## src/design/fdq_pkg.sv

```systemverilog
package fdq_pkg;

  localparam int unsigned Depth    = 16;
  localparam int unsigned IdxW     = $clog2(Depth);
  localparam int unsigned CntW     = $clog2(Depth + 1);
  localparam int unsigned PtsW     = 48;
  localparam int unsigned WordW    = 32;
  localparam int unsigned EntryW   = 3 * WordW + PtsW;

  localparam logic [2:0] CmdPush   = 3'd0;
  localparam logic [2:0] CmdPop    = 3'd1;
  localparam logic [2:0] CmdPeek   = 3'd2;
  localparam logic [2:0] CmdLookup = 3'd3;
  localparam logic [2:0] CmdClear  = 3'd4;

  localparam logic [1:0] StOk       = 2'd0;
  localparam logic [1:0] StFull     = 2'd1;
  localparam logic [1:0] StEmpty    = 2'd2;
  localparam logic [1:0] StNotFound = 2'd3;

  localparam logic [0:0] RegCapacity = 1'b0;

  typedef struct packed {
    logic [2:0]        cmd;
    logic              drop_oldest;
    logic [WordW-1:0]  frame_handle;
    logic [WordW-1:0]  frame_size;
    logic [WordW-1:0]  frame_info;
    logic [PtsW-1:0]   pts;
    logic [PtsW-1:0]   arrive_ts;
    logic [PtsW-1:0]   seek_pts;
    logic [PtsW-1:0]   tolerance;
  } fdq_req_t;

  typedef struct packed {
    logic [1:0]        status;
    logic              repeated;
    logic              dropped_oldest;
    logic [WordW-1:0]  out_handle;
    logic [WordW-1:0]  out_size;
    logic [WordW-1:0]  out_info;
    logic [PtsW-1:0]   out_pts;
    logic [4:0]        queue_count;
    logic [WordW-1:0]  dropped_total;
    logic [WordW-1:0]  late_total;
    logic [WordW-1:0]  repeated_total;
    logic [PtsW-1:0]   max_latency;
  } fdq_rsp_t;

  typedef struct packed {
    logic [WordW-1:0] handle;
    logic [WordW-1:0] size;
    logic [WordW-1:0] info;
    logic [PtsW-1:0]  pts;
  } fdq_entry_t;

  function automatic logic [WordW-1:0] sat_inc(input logic [WordW-1:0] v);
    return (v == '1) ? v : v + 1'b1;
  endfunction

endpackage

```

## src/design/frame_descriptor_queue.sv

```systemverilog
// Frame descriptor queue: a ring of 16 descriptors (handle, size, info, PTS)
// with push (refuse or drop-oldest when full), pop (repeats the last popped
// frame when empty), peek, PTS lookup and clear. One command is taken at a
// time; in_ready_o is low while a command is worked. Push, pop, peek, clear
// and unknown commands go through a registered descriptor memory read
// (StRead) and a finish step (StDone) before the result is valid.
// Lookup walks the queue from the oldest entry through one shared
// distance/compare unit, one entry per cycle after the registered read,
// and stops at the first entry within tolerance of the seek PTS, or with
// StNotFound once all entries are visited. The result sits in an output
// register; the next command is taken the cycle after it is consumed, so a
// simple command passes through StIdle, StRead, StDone and StOut.
// Capacity (APB, paddr[2] low, 5 bits, reset 16): 0 acts as 1, above 16 as 16.
module frame_descriptor_queue import fdq_pkg::*; (
  input  logic        clk_i,
  input  logic        rst_ni,
  input  logic        in_valid_i,
  output logic        in_ready_o,
  input  fdq_req_t    in_data_i,
  output logic        out_valid_o,
  input  logic        out_ready_i,
  output fdq_rsp_t    out_data_o,
  input  logic        psel,
  input  logic        penable,
  input  logic        pwrite,
  input  logic [2:0]  paddr,
  input  logic [31:0] pwdata,
  output logic [31:0] prdata,
  output logic        pready
);

  typedef enum logic [4:0] {
    StIdle = 5'b00001,
    StRead = 5'b00010,  // memory read in flight
    StWalk = 5'b00100,  // lookup compare of one entry
    StDone = 5'b01000,  // finish non-lookup command
    StOut  = 5'b10000
  } state_e;

  state_e state_q, state_d;

  fdq_entry_t mem_q [Depth];
  fdq_entry_t rd_q;
  logic [IdxW-1:0] rd_addr;
  logic            wr_en;
  logic [IdxW-1:0] wr_addr;
  fdq_entry_t      wr_data;

  fdq_req_t   req_q;
  fdq_rsp_t   rsp_q, rsp_d;
  logic [4:0] cap_q;
  logic [IdxW-1:0] head_q, head_d;
  logic [CntW-1:0] count_q, count_d;
  logic [CntW-1:0] walk_q, walk_d;  // lookup position from head
  logic            last_valid_q, last_valid_d;
  fdq_entry_t      last_q, last_d;
  logic [WordW-1:0] drop_cnt_q, drop_cnt_d, late_cnt_q, late_cnt_d;
  logic [WordW-1:0] rep_cnt_q, rep_cnt_d;
  logic [PtsW-1:0]  peak_q, peak_d;

  // APB: pready tied high, writes land on setup+access
  assign pready = 1'b1;
  assign prdata = {27'd0, cap_q};

  always_ff @(posedge clk_i or negedge rst_ni) begin
    if (!rst_ni) begin
      cap_q <= 5'd16;
    end else if (psel && penable && pwrite && paddr[2] == RegCapacity) begin
      cap_q <= pwdata[4:0];
    end
  end

  logic [CntW-1:0] eff_cap;
  always_comb begin
    if (cap_q == '0) eff_cap = CntW'(1);
    else if (cap_q > 5'(Depth)) eff_cap = CntW'(Depth);
    else eff_cap = CntW'(cap_q);
  end

  assign in_ready_o  = (state_q == StIdle);
  assign out_valid_o = (state_q == StOut);
  assign out_data_o  = rsp_q;

  always_ff @(posedge clk_i) begin
    if (wr_en) mem_q[wr_addr] <= wr_data;
    rd_q <= mem_q[rd_addr];
  end

  // shared distance/compare unit
  logic [PtsW-1:0] pts_gap;
  logic            match;
  always_comb begin
    pts_gap = (rd_q.pts > req_q.seek_pts) ? rd_q.pts - req_q.seek_pts
                                          : req_q.seek_pts - rd_q.pts;
    match   = pts_gap <= req_q.tolerance;
  end

  logic            full;
  logic [PtsW-1:0] lat;
  assign full = count_q >= eff_cap;
  assign lat  = req_q.pts - req_q.arrive_ts;

  always_comb begin
    state_d      = state_q;
    rsp_d        = rsp_q;
    head_d       = head_q;
    count_d      = count_q;
    walk_d       = walk_q;
    last_valid_d = last_valid_q;
    last_d       = last_q;
    drop_cnt_d   = drop_cnt_q;
    late_cnt_d   = late_cnt_q;
    rep_cnt_d    = rep_cnt_q;
    peak_d       = peak_q;
    wr_en        = 1'b0;
    wr_addr      = head_q + IdxW'(count_q);
    wr_data      = '{handle: req_q.frame_handle, size: req_q.frame_size,
                     info: req_q.frame_info, pts: req_q.pts};
    // walk prefetches the next entry; otherwise read the entry at walk_q
    rd_addr      = (state_q == StWalk) ? head_q + IdxW'(walk_q) + IdxW'(1)
                                       : head_q + IdxW'(walk_q);
    case (state_q)
      StIdle: begin
        walk_d = '0;
        if (in_valid_i) state_d = StRead;
      end
      StRead: begin
        rsp_d = '0;
        if (req_q.cmd == CmdLookup) begin
          state_d = StWalk;
        end else begin
          state_d = StDone;
        end
      end
      StWalk: begin
        if (walk_q >= count_q) begin
          rsp_d.status = StNotFound;
          state_d = StOut;
        end else if (match) begin
          rsp_d.out_handle = rd_q.handle;
          rsp_d.out_size   = rd_q.size;
          rsp_d.out_info   = rd_q.info;
          rsp_d.out_pts    = rd_q.pts;
          state_d = StOut;
        end else begin
          walk_d = walk_q + 1'b1;
        end
      end
      StDone: begin
        state_d = StOut;
        case (req_q.cmd)
          CmdPush: begin
            if (full && !req_q.drop_oldest) begin
              rsp_d.status = StFull;
            end else begin
              if (full && count_q != '0) begin
                head_d  = head_q + 1'b1;
                wr_addr = head_q + IdxW'(count_q);
                count_d = count_q - 1'b1;
                drop_cnt_d = sat_inc(drop_cnt_q);
                rsp_d.dropped_oldest = 1'b1;
              end
              if (count_d < CntW'(Depth)) begin
                wr_en   = 1'b1;
                count_d = count_d + 1'b1;
                if (req_q.arrive_ts > req_q.pts) late_cnt_d = sat_inc(late_cnt_q);
                if (req_q.pts > req_q.arrive_ts && lat > peak_q) peak_d = lat;
              end
            end
          end
          CmdPop: begin
            if (count_q != '0) begin
              rsp_d.out_handle = rd_q.handle;
              rsp_d.out_size   = rd_q.size;
              rsp_d.out_info   = rd_q.info;
              rsp_d.out_pts    = rd_q.pts;
              last_d       = rd_q;
              last_valid_d = 1'b1;
              head_d       = head_q + 1'b1;
              count_d      = count_q - 1'b1;
            end else if (last_valid_q) begin
              rsp_d.repeated   = 1'b1;
              rsp_d.out_handle = last_q.handle;
              rsp_d.out_size   = last_q.size;
              rsp_d.out_info   = last_q.info;
              rsp_d.out_pts    = last_q.pts;
              rep_cnt_d = sat_inc(rep_cnt_q);
            end else begin
              rsp_d.status = StEmpty;
            end
          end
          CmdPeek: begin
            if (count_q != '0) begin
              rsp_d.out_handle = rd_q.handle;
              rsp_d.out_size   = rd_q.size;
              rsp_d.out_info   = rd_q.info;
              rsp_d.out_pts    = rd_q.pts;
            end else begin
              rsp_d.status = StEmpty;
            end
          end
          CmdClear: begin
            count_d      = '0;
            head_d       = '0;
            last_valid_d = 1'b0;
            last_d       = '0;
          end
          default: ;
        endcase
      end
      StOut: begin
        if (out_ready_i) state_d = StIdle;
      end
      default: state_d = StIdle;
    endcase
    if (state_d == StOut && state_q != StOut) begin
      rsp_d.queue_count    = 5'(count_d);
      rsp_d.dropped_total  = drop_cnt_d;
      rsp_d.late_total     = late_cnt_d;
      rsp_d.repeated_total = rep_cnt_d;
      rsp_d.max_latency    = peak_d;
    end
  end

  always_ff @(posedge clk_i) begin
    if (in_valid_i && in_ready_o) req_q <= in_data_i;
    rsp_q <= rsp_d;
    last_q <= last_d;
  end

  always_ff @(posedge clk_i or negedge rst_ni) begin
    if (!rst_ni) begin
      state_q      <= StIdle;
      head_q       <= '0;
      count_q      <= '0;
      walk_q       <= '0;
      last_valid_q <= 1'b0;
      drop_cnt_q   <= '0;
      late_cnt_q   <= '0;
      rep_cnt_q    <= '0;
      peak_q       <= '0;
    end else begin
      state_q      <= state_d;
      head_q       <= head_d;
      count_q      <= count_d;
      walk_q       <= walk_d;
      last_valid_q <= last_valid_d;
      drop_cnt_q   <= drop_cnt_d;
      late_cnt_q   <= late_cnt_d;
      rep_cnt_q    <= rep_cnt_d;
      peak_q       <= peak_d;
    end
  end

endmodule
```

## config.mk

```make
export PLATFORM = sky130hd
export DESIGN_NAME = frame_descriptor_queue
export DESIGN_NICKNAME = d
export VERILOG_FILES = /design/src/design/fdq_pkg.sv /design/src/design/frame_descriptor_queue.sv
export SDC_FILE = /design/constraint.sdc
export NUM_CORES = 2
export LEC_CHECK = 0
export ABC_AREA = 0
export BUFFER_PORTS_ARGS = -buffer_cell sky130_fd_sc_hd__buf_2
export CAP_MARGIN = 20
export CELL_PAD_IN_SITES_DETAIL_PLACEMENT = 2
export CELL_PAD_IN_SITES_GLOBAL_PLACEMENT = 2
export CORE_ASPECT_RATIO = 2
export CORE_UTILIZATION = 30
export CTS_CLUSTER_DIAMETER = 40
export DETAILED_ROUTE_END_ITERATION = 6
export PLACE_DENSITY = 0.59
export SLEW_MARGIN = 20
export SYNTH_ARGS = -nofsm -noshare
export SYNTH_HDL_FRONTEND = slang
export SYNTH_SLANG_ARGS = --single-unit
```

## constraint.sdc

```tcl
create_clock -name clk_i -period 33.5 [get_ports clk_i]
set_clock_uncertainty 0.15 [all_clocks]
set_input_delay 1.675 -clock clk_i [delete_from_list [all_inputs] [get_ports clk_i]]
set_output_delay 1.675 -clock clk_i [all_outputs]
set_load 0.005 [all_outputs]
```

==> After elaboration in Yosys (flattened, before gate mapping) <==
Memories as Yosys holds them, arrays and structs flattened. A register that Yosys moved wholly into a read port is not among the register bits.
Index checks and enable logic that the tools add are counted.
{ "word_totals": {"ff_bits": 902, "latchBits": 0, "ram_bits": 2304, "romBits": 0, "input_bits": 334, "output_inout_bits": 332, "elab_cells": 197, "n_memories": 1} }
{ "op_classes": {"n_addsub": 13, "mul": 0, "div": 0, "n_lt_le_gt_ge": 9, "n_eq_ne": 35, "shift": 0, "mux": 78, "n_bitwise": 1, "reduce_logical": 25} }
{ "memory_table": {"columns": ["name", "words", "width", "read_ports", "rd_ports_with_merged_regs", "write_ports", "line_no", "source"], "rows": [
  ["mem_q", 16, 144, 1, 1, 1, "frame_descriptor_queue.sv:42", "fdq_entry_t mem_q [Depth];"]
]} }
{ "ops": {"columns": ["operator", "count"], "rows": [
  ["144-bit two-way mux", 5],
  ["144-bit one-hot mux with 2 select lines", 2],
  ["32-bit two-way mux", 16],
  ["144-bit one-hot mux with 3 select lines", 1],
  ["149-bit two-way mux", 2],
  ["48-bit two-way mux", 6],
  ["48-bit greater-than comparator", 4],
  ["48-bit subtractor", 3],
  ["32-bit by 1-bit adder with 32-bit output (second input constant)", 3],
  ["32-bit equality test (second input constant)", 3],
  ["5-bit two-way mux", 16],
  ["48-bit <= comparator", 1],
  ["5-bit one-hot mux with 5 select lines", 1],
  ["4-bit two-way mux", 5],
  ["2-bit != test (second input constant)", 10],
  ["3-bit != test (second input constant)", 5],
  ["5-bit one-hot mux with 3 select lines", 1],
  ["1-bit two-way mux", 12],
  ["2-bit one-hot mux with 3 select lines", 2],
  ["4-bit one-hot mux with 3 select lines", 1],
  ["5-bit by 1-bit adder with 5-bit output (second input constant)", 2],
  ["5-bit equality test (second input constant)", 2],
  ["5-bit greater-or-equal comparator", 2],
  ["5-bit one-hot mux with 2 select lines", 1],
  ["other kinds (34)", 55]
]} }

==> Longest topological paths before layout <==
{ "logic_depth": {"word_depth": 16, "depth_mapped": 29, "ltp_nobuf": 25} }

==> Least setup slack after synthesis <==
No wires, ideal clock.
{ "synth_path": {"kind": "flip-flop to flip-flop", "start": "reg, netlist name rd_q[33]", "end": "reg rsp_q, in the netlist out_data_o[149], enable pin", "setup_time_ns": 0.877, "arrival_ns": 15.445, "required_time_ns": 32.473, "setup_slack_ns": 17.029, "path_stages_with_launch": 24, "n_path_buf": 4, "period_less_slack_ns": 16.471, "cell_sequence": "dfxtp_1 inv_1 ha_1 clkbuf_1 nand4_1 nor3_1 nand4_1 nor4_1 a21o_1 a21o_1 buf_2 clkbuf_1 buf_2 a21oi_1 xor2_1 ha_1 a21o_1 a21o_1 a221o_1 a221oi_1 a21oi_1 a2111oi_2 o21ai_0 a221oi_1"} }
{ "synth_between": {"elab_chain_cells": 5, "word_cells_on_any_way": 7, "classes_between": "add/sub: 2; order compare: 2; eq/ne: 1; mux: 1; reduce/logical: 1"} }
{ "synth_rtl": {"columns": ["item", "line_no", "source"], "rows": [
  ["48-bit subtractor (tied with other cells)", "frame_descriptor_queue.sv:94", ": req_q.seek_pts - rd_q.pts;"],
  ["48-bit two-way mux *", "frame_descriptor_queue.sv:93", "pts_gap = (rd_q.pts > req_q.seek_pts) ? rd_q.pts - req_q.seek_pts"],
  ["48-bit <= comparator *", "frame_descriptor_queue.sv:95", "match = pts_gap <= req_q.tolerance;"],
  ["2-bit != test (no source line) *", null, null],
  ["6-bit AND reduction (no source line) *", null, null],
  ["end signal: assignment", "frame_descriptor_queue.sv:227", "rsp_q <= rsp_d;"],
  ["end: declaration", "frame_descriptor_queue.sv:50", "fdq_rsp_t rsp_q, rsp_d;"]
]} }
Mark *: on every way between the ends. The rest lies on a longest branch, timed or not.
A chain may end at the register's enable or synchronous reset.

==> Worst setup path in the final report <==
{ "layout_path": {"start": "reg, netlist name rd_q[7]", "end": "reg rsp_q, in the netlist out_data_o[238], enable pin"} }
{ "layout_between": {"elab_chain_cells": 5, "word_cells_on_any_way": 7, "classes_between": "add/sub: 2; order compare: 2; eq/ne: 1; mux: 1; reduce/logical: 1"} }
{ "layout_rtl": {"columns": ["item", "line_no"], "rows": [
  ["48-bit subtractor (tied with other cells)", "frame_descriptor_queue.sv:94"],
  ["48-bit two-way mux *", "frame_descriptor_queue.sv:93"],
  ["48-bit <= comparator *", "frame_descriptor_queue.sv:95"],
  ["2-bit != test (no source line) *", null],
  ["6-bit AND reduction (no source line) *", null]
]} }
Marks and branches as above.

==> run metrics <==
power share of the combinational group 22.4%; area of the placeable core 446000 sq um; Initial DRT Pass Iterations 6; Global Route Usage Sum 19.3%; via count of the first global-routing pass 80600; sum of negative setup slack 0 ns; routability congestion estimate from global placement 0.842; average cell area after synthesis 18.7 sq um; Clk pin slew, worst setup/hold paths 0.07 ns; die boundary height 949 microns; switching power of the nets 3.92 mW; buffers inserted during post-CTS setup optimization 0; drt drc 0; sequential power share 43.0%; MaxCap Viol Count 0; number of enable flip-flop cells after synthesis 3037; minimum period implied by the final worst setup slack 10.01 ns; actual slew at the worst max-slew pin 1.18 ns; detailed-route wire length per cell 30.7 microns; sequential fraction of the synthesis area 73.1%; layout overhead on the synthesized area 17.5%; H-tree depth 5; Clk pwr share 34.6%; post-cts resize count 0; number of CTS-inserted buffers 379; row count 347; critical path launch point type flop; share of layout cells above drive strength 1 26.1%; final hold violation count 0; full die area 451000 sq um; buffers added on ports 608; commonest non-fill, non-tap cell in the layout sky130_fd_sc_hd__edfxtp_1; number of nets in the layout 8624; residual overflow from global routing 0; starting utilization of the core area 30.1%; highest ir drop seen on vdd 0.0567 mV; total power consumption of the routed design 12.6 mW; worst min-delay path class reg -> reg; wire length of the first global-routing pass 619000 microns; slowest stage cell, crit path sky130_fd_sc_hd__a221oi_4; CTS tree done; via count of the routed design 71800; delay of the slowest cell on the worst path 0.96 ns; crit share post-route 29.9%; type of element capturing the critical path flop; most frequent cells in the layout sky130_fd_sc_hd__edfxtp_1 (3037), sky130_fd_sc_hd__mux4_2 (720), sky130_fd_sc_hd__buf_2 (607); maximum root-to-sink buffer count 4; leading register cell type out of synthesis sky130_fd_sc_hd__edfxtp_1; type of the worst setup path reg -> reg; Die Width 475 microns; post-place setup slack 23.03 ns; remaining number of nets flagged by the antenna check after routing 0; sink count of the clock tree 3350; antenna violations before repair 83; cell chain of the critical path inv_1, ha_1, nand2_1, o21ai_0, nand3_1, a21oi_1, o211ai_1, a21oi_4, buf_4, a2111oi_0, nor2_1, a31oi_1, o311ai_0, ha_1, nand4_1, nor4_2, nand2_1, o32ai_2, o21ai_0, a221oi_4, buf_12, buf_4; total wirelength of the detailed-routed design 440000 microns; outcome finished, final reports clean; number of top-level pins 666; Hold Buf Count CTS 0; largest net degree at the start of global routing 81; post-DR vias/cell 5.02; final setup violation count 0; Highest Clock Rate 0.0999 GHz; Unique masters post-synth 96; ys async rst share 5.04%; synthesized flop and latch total 3350; unrepaired setup endpoints after global routing no; data required time of the critical path 33.90 ns; final critical-path setup slack 23.49 ns; multi-input logic area 33900 sq um; synthesized area 135000 sq um; filler cell count in the final layout 44000; sw frac 31.2%; cell internal power dissipation 8.64 mW; Slew HR 21.3%; max-slew violations 0; count of synthesis-stage warnings from yosys 0; Arrival @ worst endpoint 10.41 ns; Pwr per Cell Area 79.4 nW/um^2; clk_lat worst skew 0.99 ns; Post-DP HPWL 272000 microns; CTS root buffer sky130_fd_sc_hd__clkbuf_16; maximum fanout along the worst path 67; leakage component of the power 53.7 nW; flip-flop and latch area 98300 sq um; final worst hold slack 0.342 ns; Mapped Cells 7212; first-iteration detailed-routing DRC count 4943
[cells in the mapped netlist, types with 142 or more instances]
| master | instances | share of area [%] |
|---|---|---|
| sky130_fd_sc_hd__a21o_1 | 142 | 0.79 |
| sky130_fd_sc_hd__a21oi_1 | 259 | 0.96 |
| sky130_fd_sc_hd__a22o_1 | 145 | 0.94 |
| sky130_fd_sc_hd__clkbuf_1 | 192 | 0.54 |
| sky130_fd_sc_hd__dfrtp_1 | 167 | 3.1 |
| sky130_fd_sc_hd__dfxtp_1 | 144 | 2.1 |
| sky130_fd_sc_hd__edfxtp_1 | 3037 | 68 |
| sky130_fd_sc_hd__ha_1 | 263 | 2.4 |
| sky130_fd_sc_hd__inv_1 | 309 | 0.86 |
| sky130_fd_sc_hd__mux4_2 | 720 | 12 |
| sky130_fd_sc_hd__nand2_1 | 221 | 0.62 |
| sky130_fd_sc_hd__nor2_1 | 199 | 0.56 |
| sky130_fd_sc_hd__o21ai_0 | 154 | 0.57 |
[path summary, 6_finish.rpt]
path | depth (start not counted) | endpoint | slack (ns) | start
max | 22 | out_data_o[238]$_DFFE_PP_ | 23.49 | rd_q[7]$_DFF_P_
min | 1 | drop_cnt_q[17]$_DFF_PN0_ | 0.34 | drop_cnt_q[17]$_DFF_PN0_
max reg2reg | 22 | out_data_o[238]$_DFFE_PP_ | 23.49 | rd_q[7]$_DFF_P_
min reg2reg | 1 | drop_cnt_q[17]$_DFF_PN0_ | 0.34 | drop_cnt_q[17]$_DFF_PN0_
max in group asynchronous | 2 | rep_cnt_q[18]$_DFF_PN0_ | 31.27 | rst_ni
min in group asynchronous | 1 | peak_q[6]$_DFF_PN0_ | 0.55 | rst_ni
[through the flow]
stage | util [%] | area (sq um) | cells
CTS | 35.4 | 158000 | 14300
floorplan | - | 135000 | 7238
global placement | 32.5 | 145000 | 13600
global route | 35.4 | 158000 | 14300
detailed placement | 32.5 | 145000 | 13600
finish | 35.4 | 158000 | 14300
[power by group through the flow]
stage / clock, mW / sequential (mW) / combinational, mW
5_1_grt: 4.58 / 5.44 / 3.08
6_report: 4.34 / 5.40 / 2.81
3_5_place_dp: 0 / 5.50 / 2.86
2_1_floorplan: 0 / 5.39 / 1.80
3_3_place_gp: 0 / 5.46 / 2.81
4_1_cts: 4.46 / 5.41 / 2.88
[cell type report]
type	instances	area share, %
inverter	309	0.734
clock inverter	243	1.84
clock buffer	457	6.38
tap	5933	4.70
timing repair buffer	738	2.68
sequential	3350	62.2
multi-input combinational	3244	21.4
antenna	40	0.0633
[layer usage]
layer	global-route usage, %	vias up	wire [microns]
met4	5.19	52	11900
li1	-	30400	-
met2	35.2	1738	231000
met3	3.69	624	24200
met1	22.8	39000	172000
met5	0	-	332
[sequential cells by signal, indices dropped and copies added, names as in the netlist]
register	flops
out_data_o	297
peak_q	48
cap_q	5
drop_cnt_q	32
last_valid_q	1
walk_q	5
late_cnt_q	32
count_q	5
head_q	4
req_q	292
mem_q	2304
rep_cnt_q	32
state_q	5
last_q	144
rd_q	144
[critical path, delay by kind of cell, from the launching register on]
kind,cells,cell delay [ns]
simple gates,6,1.85
fa+ha+maj,2,0.71
compound gates,10,4.62
buf+inv,4,1.63
flops,1,0.37
[kinds of logic (layout without fill, tap and decap cells)]
logic type	count (synthesis)	after routing	synth area share [%]
simple gates	1085	1085	4.26
buf+inv	644	1747	1.99
xor+xnor	166	166	1.09
mux	769	769	12.4
flops	3350	3350	73.1
other cells	2	68	0.00558
fa+ha+maj	268	268	2.52
compound gates	928	928	4.60
(Power assumes the default switching activity.)
